File: config.mk
export PLATFORM = sky130hd
export DESIGN_NAME = cubic_kernel_radius_sampler_core
export DESIGN_NICKNAME = d
export VERILOG_FILES = /design/src/hdl/cksr_pkg.sv /design/src/hdl/cubic_kernel_radius_sampler_core.sv
export VERILOG_INCLUDE_DIRS = /design/src /design/src/hdl
export SDC_FILE = /design/constraint.sdc
export NUM_CORES = 2
export LEC_CHECK = 0
export ABC_AREA = 1
export BUFFER_PORTS_ARGS = -buffer_cell sky130_fd_sc_hd__buf_4
export CAP_MARGIN = 20
export CORE_AREA = 2 2 373 338
export CTS_CLUSTER_DIAMETER = 60
export CTS_CLUSTER_SIZE = 25
export DETAILED_ROUTE_END_ITERATION = 7
export DIE_AREA = 0 0 375 340
export PLACE_DENSITY_LB_ADDON = 0.12
export SETUP_SLACK_MARGIN = 0.1
export SYNTH_ARGS = -nofsm -noshare
export SYNTH_HDL_FRONTEND = slang
export SYNTH_SLANG_ARGS = --single-unit
File: constraint.sdc
create_clock -name clk -period 12.4 [get_ports clk]
set_input_delay 1.86 -clock clk [delete_from_list [all_inputs] [get_ports clk]]
set_output_delay 1.86 -clock clk [all_outputs]
set_load 0.03 [all_outputs]
File: src/hdl/assert_macros.svh
// assertion helpers, all checks sample on clk and are off during reset
`ifndef ASSERT_MACROS_SVH
`define ASSERT_MACROS_SVH

// property that must hold at every edge
`define CHK_ALWAYS(lbl, expr) \
  lbl: assert property (@(posedge clk) disable iff (!rst_n) (expr)) \
    else $error("assertion failed: invariant");

// antecedent implies consequent in the next cycle
`define CHK_NEXT(lbl, ante, cons) \
  lbl: assert property (@(posedge clk) disable iff (!rst_n) (ante) |=> (cons)) \
    else $error("assertion failed: sequence");

`endif

File: src/hdl/cksr_pkg.sv
`default_nettype none
package cksr_pkg;

  localparam int MAX_ITERATIONS_DEF = 10;
  localparam int FRACTION_BITS_DEF  = 24;

  localparam int IN_W  = 24;
  localparam int OUT_W = 16;
  localparam int CFG_W = 16;
  localparam int CFG_INDEX_W = 1;

  localparam logic [CFG_INDEX_W-1:0] REG_MAX_RADIUS = 1'd0;
  localparam logic [CFG_INDEX_W-1:0] REG_STOP_TOL   = 1'd1;

  localparam logic [CFG_W-1:0] MAX_RADIUS_RST = 16'd4096;
  localparam logic [CFG_W-1:0] STOP_TOL_RST   = 16'd17;

endpackage
`default_nettype wire

File: src/hdl/cubic_kernel_radius_sampler_core.sv
`default_nettype none
// Samples a radius from a cubic falloff kernel: the uniform input is mapped through the
// inverse CDF by Newton iteration (start at x = 0.25, at most MAX_ITERATIONS steps, early
// exit on residual below stop_tolerance or zero slope), then radius = x * max_radius and
// height = sqrt(max_radius^2 - radius^2) come out together as one item. One item is in
// flight at a time. Each Newton step runs seven passes through the one shared multiplier,
// then evaluate, check, a one-bit-per-cycle divider and update; a step of two or more
// skips the divider, and an early exit leaves after the check. The tail does three
// multiplies, a square root and the output load. With the defaults a full run is ten steps.
// The user must ensure max_radius and stop_tolerance are written only while idle; the
// block itself does not enforce it.
module cubic_kernel_radius_sampler_core #(
  parameter int MAX_ITERATIONS = cksr_pkg::MAX_ITERATIONS_DEF,
  parameter int FRACTION_BITS  = cksr_pkg::FRACTION_BITS_DEF
) (
  input  wire                                  clk,
  input  wire                                  rst_n,
  input  wire                                  in_valid,
  output logic                                 in_stall,
  input  wire  [cksr_pkg::IN_W-1:0]            in_uniform_value,
  output logic                                 out_valid,
  input  wire                                  out_stall,
  output logic [cksr_pkg::OUT_W-1:0]           out_radius,
  output logic [cksr_pkg::OUT_W-1:0]           out_height,
  input  wire                                  cfg_write_en,
  input  wire  [cksr_pkg::CFG_INDEX_W-1:0]     cfg_index,
  input  wire  [cksr_pkg::CFG_W-1:0]           cfg_data
);
  import cksr_pkg::*;

  localparam int F   = FRACTION_BITS;
  localparam int FW  = F + 7;
  localparam int PW  = 2 * F + 2;
  localparam int CW  = $clog2(F);
  localparam int IW  = $clog2(MAX_ITERATIONS + 1);
  localparam int UP  = (F >= IN_W) ? F - IN_W : 0;
  localparam int DN  = (F >= IN_W) ? 0 : IN_W - F;
  localparam logic [F:0] ONE = (F + 1)'(1) << F;

  typedef enum logic [4:0] {
    ST_IDLE, ST_X2, ST_X3, ST_X4, ST_X5, ST_A, ST_B, ST_C, ST_EVAL, ST_CHECK,
    ST_DIV, ST_UPD, ST_RAD, ST_MM, ST_RR, ST_SQRT, ST_DONE
  } state_t;

  state_t state_r, state_nxt;
  logic out_valid_r, out_valid_nxt;
  logic [OUT_W-1:0] out_radius_r, out_radius_nxt, out_height_r, out_height_nxt;
  logic [CFG_W-1:0] max_radius_r, max_radius_nxt, stop_tol_r, stop_tol_nxt;
  logic [IW-1:0] iter_r, iter_nxt;
  logic [CW-1:0] cnt_r, cnt_nxt;

  logic [F:0] x_r, x_nxt, x2_r, x2_nxt, x3_r, x3_nxt, x4_r, x4_nxt, x5_r, x5_nxt;
  logic [F:0] a_r, a_nxt, b_r, b_nxt;
  logic [F-1:0] u_r, u_nxt;
  logic [F+2:0] fd_r, fd_nxt;
  logic signed [FW-1:0] f_r, f_nxt;
  logic [F+2:0] rem_r, rem_nxt;
  logic [F+1:0] q_r, q_nxt;
  logic [OUT_W-1:0] r_r, r_nxt;
  logic [31:0] mm_r, mm_nxt, sqv_r, sqv_nxt, res_r, res_nxt;

  // shared multiplier
  logic [F:0] mul_a, mul_b;
  logic [PW-1:0] prod;
  logic [F:0] psh;
  assign prod = mul_a * mul_b;
  assign psh  = prod[2*F:F];

  logic [F:0] nx;
  assign nx = ONE - x_r;

  always_comb begin
    mul_a = '0;
    mul_b = '0;
    unique case (state_r)
      ST_X2:   begin mul_a = x_r;  mul_b = x_r;  end
      ST_X3:   begin mul_a = x2_r; mul_b = x_r;  end
      ST_X4:   begin mul_a = x2_r; mul_b = x2_r; end
      ST_X5:   begin mul_a = x2_r; mul_b = x3_r; end
      ST_A:    begin mul_a = x_r;  mul_b = nx;   end
      ST_B:    begin mul_a = nx;   mul_b = nx;   end
      ST_C:    begin mul_a = a_r;  mul_b = b_r;  end
      ST_RAD:  begin mul_a = x_r;  mul_b = (F + 1)'(max_radius_r); end
      ST_MM:   begin mul_a = (F + 1)'(max_radius_r); mul_b = (F + 1)'(max_radius_r); end
      ST_RR:   begin mul_a = (F + 1)'(r_r); mul_b = (F + 1)'(r_r); end
      default: begin mul_a = '0; mul_b = '0; end
    endcase
  end

  // residual terms
  logic [FW-1:0] t_pos, t_neg, af;
  assign t_pos = (FW'(x2_r) << 3) + (FW'(x2_r) << 1) + (FW'(x4_r) << 4) - FW'(x4_r);
  assign t_neg = (FW'(x3_r) << 4) + (FW'(x3_r) << 2) + (FW'(x5_r) << 2) + FW'(u_r);
  assign af = f_r[FW-1] ? FW'(-f_r) : FW'(f_r);

  logic [F+3:0] rem2;
  logic         div_bit;
  assign rem2    = {rem_r, 1'b0};
  assign div_bit = rem2 >= (F + 4)'(fd_r);

  logic [F+1:0] xe;
  assign xe = (F + 2)'(x_r);

  logic [16:0] r_full;
  assign r_full = prod[F+16:F];

  logic [31:0] sq_bit, sq_t;
  assign sq_bit = 32'(1) << (5'(30) - {cnt_r[3:0], 1'b0});
  assign sq_t   = res_r + sq_bit;

  logic [IN_W+UP-1:0] u_up;
  assign u_up = (IN_W + UP)'(in_uniform_value) << UP;

  always_comb begin
    state_nxt      = state_r;
    out_valid_nxt  = out_valid_r && out_stall;
    out_radius_nxt = out_radius_r;
    out_height_nxt = out_height_r;
    max_radius_nxt = max_radius_r;
    stop_tol_nxt   = stop_tol_r;
    iter_nxt = iter_r;
    cnt_nxt  = cnt_r;
    x_nxt  = x_r;  x2_nxt = x2_r; x3_nxt = x3_r; x4_nxt = x4_r; x5_nxt = x5_r;
    a_nxt  = a_r;  b_nxt  = b_r;  u_nxt  = u_r;  fd_nxt = fd_r; f_nxt  = f_r;
    rem_nxt = rem_r; q_nxt = q_r; r_nxt = r_r;
    mm_nxt = mm_r; sqv_nxt = sqv_r; res_nxt = res_r;

    if (cfg_write_en) begin
      unique case (cfg_index)
        REG_MAX_RADIUS: max_radius_nxt = cfg_data;
        REG_STOP_TOL:   stop_tol_nxt   = cfg_data;
        default:        ;
      endcase
    end

    unique case (state_r)
      ST_IDLE: begin
        if (in_valid) begin
          u_nxt     = F'(u_up >> DN);
          x_nxt     = ONE >> 2;
          iter_nxt  = '0;
          state_nxt = ST_X2;
        end
      end
      ST_X2: begin x2_nxt = psh; state_nxt = ST_X3; end
      ST_X3: begin x3_nxt = psh; state_nxt = ST_X4; end
      ST_X4: begin x4_nxt = psh; state_nxt = ST_X5; end
      ST_X5: begin x5_nxt = psh; state_nxt = ST_A;  end
      ST_A:  begin a_nxt  = psh; state_nxt = ST_B;  end
      ST_B:  begin b_nxt  = psh; state_nxt = ST_C;  end
      ST_C: begin
        fd_nxt    = (F + 3)'({psh, 4'b0}) + (F + 3)'({psh, 2'b0});
        state_nxt = ST_EVAL;
      end
      ST_EVAL: begin
        f_nxt     = $signed(t_pos) - $signed(t_neg);
        state_nxt = ST_CHECK;
      end
      ST_CHECK: begin
        if (af < FW'(stop_tol_r) || fd_r == '0) begin
          state_nxt = ST_RAD;
        end else if (af >= FW'({fd_r, 1'b0})) begin
          // step of two or more clamps x anyway
          q_nxt     = (F + 2)'(1) << (F + 1);
          state_nxt = ST_UPD;
        end else if (af >= FW'(fd_r)) begin
          rem_nxt   = (F + 3)'(af - FW'(fd_r));
          q_nxt     = (F + 2)'(1);
          cnt_nxt   = '0;
          state_nxt = ST_DIV;
        end else begin
          rem_nxt   = (F + 3)'(af);
          q_nxt     = '0;
          cnt_nxt   = '0;
          state_nxt = ST_DIV;
        end
      end
      ST_DIV: begin
        rem_nxt = div_bit ? (F + 3)'(rem2 - (F + 4)'(fd_r)) : (F + 3)'(rem2);
        q_nxt   = {q_r[F:0], div_bit};
        cnt_nxt = cnt_r + 1'b1;
        if (cnt_r == CW'(F - 1)) begin
          state_nxt = ST_UPD;
        end
      end
      ST_UPD: begin
        if (f_r > 0) begin
          x_nxt = (q_r >= xe) ? '0 : (F + 1)'(xe - q_r);
        end else begin
          x_nxt = (q_r >= (F + 2)'(nx)) ? ONE : (F + 1)'(xe + q_r);
        end
        if (iter_r == IW'(MAX_ITERATIONS - 1)) begin
          state_nxt = ST_RAD;
        end else begin
          iter_nxt  = iter_r + 1'b1;
          state_nxt = ST_X2;
        end
      end
      ST_RAD: begin
        r_nxt     = (r_full > {1'b0, max_radius_r}) ? max_radius_r : r_full[15:0];
        state_nxt = ST_MM;
      end
      ST_MM: begin
        mm_nxt    = prod[31:0];
        state_nxt = ST_RR;
      end
      ST_RR: begin
        sqv_nxt   = mm_r - prod[31:0];
        res_nxt   = '0;
        cnt_nxt   = '0;
        state_nxt = ST_SQRT;
      end
      ST_SQRT: begin
        if (sqv_r >= sq_t) begin
          sqv_nxt = sqv_r - sq_t;
          res_nxt = (res_r >> 1) + sq_bit;
        end else begin
          res_nxt = res_r >> 1;
        end
        cnt_nxt = cnt_r + 1'b1;
        if (cnt_r == CW'(15)) begin
          state_nxt = ST_DONE;
        end
      end
      ST_DONE: begin
        if (!out_valid_r || !out_stall) begin
          out_valid_nxt  = 1'b1;
          out_radius_nxt = r_r;
          out_height_nxt = res_r[15:0];
          state_nxt      = ST_IDLE;
        end
      end
      default: state_nxt = ST_IDLE;
    endcase
  end

  always_ff @(posedge clk) begin
    if (!rst_n) begin
      state_r      <= ST_IDLE;
      out_valid_r  <= 1'b0;
      max_radius_r <= MAX_RADIUS_RST;
      stop_tol_r   <= STOP_TOL_RST;
    end else begin
      state_r      <= state_nxt;
      out_valid_r  <= out_valid_nxt;
      max_radius_r <= max_radius_nxt;
      stop_tol_r   <= stop_tol_nxt;
    end
    out_radius_r <= out_radius_nxt;
    out_height_r <= out_height_nxt;
  end

  always_ff @(posedge clk) begin
    iter_r <= iter_nxt;
    cnt_r  <= cnt_nxt;
    x_r  <= x_nxt;  x2_r <= x2_nxt; x3_r <= x3_nxt; x4_r <= x4_nxt; x5_r <= x5_nxt;
    a_r  <= a_nxt;  b_r  <= b_nxt;  u_r  <= u_nxt;
    fd_r <= fd_nxt; f_r  <= f_nxt;  rem_r <= rem_nxt; q_r <= q_nxt;
    r_r  <= r_nxt;  mm_r <= mm_nxt; sqv_r <= sqv_nxt; res_r <= res_nxt;
  end

  assign in_stall   = (state_r != ST_IDLE);
  assign out_valid  = out_valid_r;
  assign out_radius = out_radius_r;
  assign out_height = out_height_r;

`include "assert_macros.svh"

  `CHK_ALWAYS(a_x_in_range, state_r == ST_IDLE || x_r <= ONE)
  `CHK_ALWAYS(a_rem_below_divisor, state_r != ST_DIV || rem_r < fd_r)
  `CHK_ALWAYS(a_radius_le_max, state_r != ST_MM || r_r <= max_radius_r)
  `CHK_NEXT(a_accept_starts, in_valid && !in_stall, state_r == ST_X2)

endmodule
`default_nettype wire

==> metrics.cfg <==
[clock_network]
root_buffer = clkbuf_16
cts_buffer_depth = 3
cts.sinks = 499
clk_pin_slew_ns = 0.09
hold_buffers = 0
htreeDepth = 2
cts_buffers = 56
clock_latency_ns = 0.71
tritoncts = built

[route]
routed_wl_um = 205000
drt_iter0_markers = 4663
drt_drc_violations_left = 0
drt_first_pass_iters = 8
wl_per_cell_um = 22.2
ant_nets = 0
vias_per_cell = 5.59
num_vias = 51600

[finish]
layout.cells.non_filler = 9225
final_nets = 8833
drive_above_1_share = 0.0550
n_antenna_cell = 0
layout_commonest_cell = inv_1
area_growth_pct = 7.81
final_cell_mix = inv_1, nand2_1, fa_1

[run]
drv_cap = 0

[global_routing]
grt-ovfl-total = 0
grt_pass1_wl_um = 309000
grt_pass1_vias = 50700
grt_usage = 0.319
grt_max_degree = 59
grt_antenna_before_repair = 5

[logic_synthesis]
synth_nets = 8775
ys_ff_latch = 499
syn_area_per_cell_um2 = 8.18
netlist-cell-type-count = 67
async_reset_ff_frac = 0
syn-cell-area_um2 = 61300
synth-seq-area-share = 0.238
syn_inst = 7495
synthFlopType = edfxtp_1
ys_warn_count = 0
synth_edf_count = 461

[worst_setup_path]
crit_slowest_cell = xnor2_1
critPathLaunch = x_r[1]$_SDFFCE_PN0P_
crit_type = reg -> reg
r2r_start = x_r[1]$_SDFFCE_PN0P_
critical_path.max_fanout = 15
r2r_cells = 43
crit_path_end_kind = flop
slowest_delay_ns = 0.95
crit_path_frequent_cell = nand2_1
worst_ep_required_time_ns = 12.86
r2r-end = fd_r[26]$_DFFE_PN_
regToRegSetupSlack_ns = 0.65
critPathArrivalTime_ns = 12.21
cp-start-kind = flop

[sta]
drv_slew = 0
tns_ns = 0
fin_skew_ns = 0.0939
setup_viol = 0
final_hold_viol_count = 0
tightest_slew_ns = 1.22
post-route-min-period_ns = 11.75
fmax_mhz = 85.1
hold_ws_ns = 0.466
slew_headroom = 0.185
finalCritPeriodShare = 0.947
rsz0062_at_grt = no

[floorplanning]
core_um2 = 124000
die_width_um = 375
row_count = 123
fp.dieH_um = 340
io_pins = 80
dieArea_um2 = 128000
initial_core_util = 0.495

[placed_design]
routabilityCongestion = 1.05
dp_hpwl_um = 166000
dp.cells = 9117
io_buffers = 79

[status]
status = completed

[hold_path]
hold_path.class = reg -> reg
min-delay-start = stop_tol_r[6]$_SDFFE_PN0P_
hold-path-endpoint = stop_tol_r[6]$_SDFFE_PN0P_
worstHoldPathCells = 2

through the flow:
| step | instance area, um^2 | worst slack, ns | util |
|---|---|---|---|
| after floorplan | 61300 | 2.23 | - |
| after global placement | 63900 | 0.803 | 0.516 |
| after detailed placement | 63900 | 0.658 | 0.516 |
| after CTS | 66000 | 0.741 | 0.533 |
| after global routing | 66100 | 0.105 | 0.534 |
| final | 66100 | 0.653 | 0.534 |
cell usage after synthesis, drive strengths merged, types with 78 or more instances:
master / instances / area share
a21oi: 462 / 0.038
buf: 99 / 0.0091
clkbuf: 78 / 0.0048
edfxtp: 461 / 0.23
fa: 675 / 0.22
ha: 559 / 0.11
inv: 1591 / 0.097
nand2: 1552 / 0.096
nand3: 224 / 0.018
nor2: 628 / 0.040
o21ai: 371 / 0.030
xor2: 169 / 0.024
routing by layer:
| metal | track usage | up-vias | routed length (um) |
|---|---|---|---|
| li1 | - | 23900 | - |
| met1 | 0.453 | 25100 | 89100 |
| met2 | 0.490 | 2177 | 89300 |
| met3 | 0.0686 | 358 | 19500 |
| met4 | 0.0978 | 0 | 7150 |
| met5 | 0 | - | 0 |
critical path, delay by kind of cell (launching register included):
family | cells | cell delay [ns]
flops | 1 | 0.55
fa+ha+maj | 10 | 4.82
buf+inv | 8 | 1.19
simple gates | 21 | 3.43
compound gates | 2 | 0.35
xor+xnor | 2 | 1.19
final cells by class:
type,count,area [um^2]
Multi-Input combinational cell,5226,40000
Tap cell,1625,2030
Timing Repair inverter,1,7.51
Timing Repair Buffer,176,1330
Clock inverter,45,702
Sequential cell,499,14600
Inverter,1593,5990
Fill cell,11800,57800
Clock buffer,60,1440
sequential cells by signal, indices dropped and copies added, names as in the netlist, 25 cells and up:
signal	flops
fd_r	25
x_r	25
x2_r	25
x3_r	25
rem_r	27
mm_r	32
x4_r	25
b_r	25
sqv_r	32
a_r	25
q_r	26
x5_r	25
f_r	31
res_r	32
worst max-delay path by stage:
stage                              end  cells after the start
detailed placement  fd_r[25]$_DFFE_PN_                     48
global placement    fd_r[23]$_DFFE_PN_                     48
CTS                 fd_r[25]$_DFFE_PN_                     48
finish              fd_r[26]$_DFFE_PN_                     43
floorplan            r_r[12]$_DFFE_PP_                     46
global route        fd_r[23]$_DFFE_PN_                     50
cells by family after synthesis:
logic type,Yosys count,synth area share
adders and majority gates,1234,0.334
buffers and inverters,1770,0.111
and+or+nand+nor,2640,0.179
muxes,1,0.000163
DFF,499,0.238
AOI/OAI and AO/OA,1117,0.104
xor gates and xnor gates,234,0.0334
timing repair:
item	4_1_cts	5_1_grt
gates resized for setup	0	9
buffers inserted	0	0
setup endpoints to repair	0	6
endpoints found under the hold margin	0	0
Power is left out: the tool's default activity adds up to more than one toggle a clock period on the data nets, which glitch-free logic cannot reach.
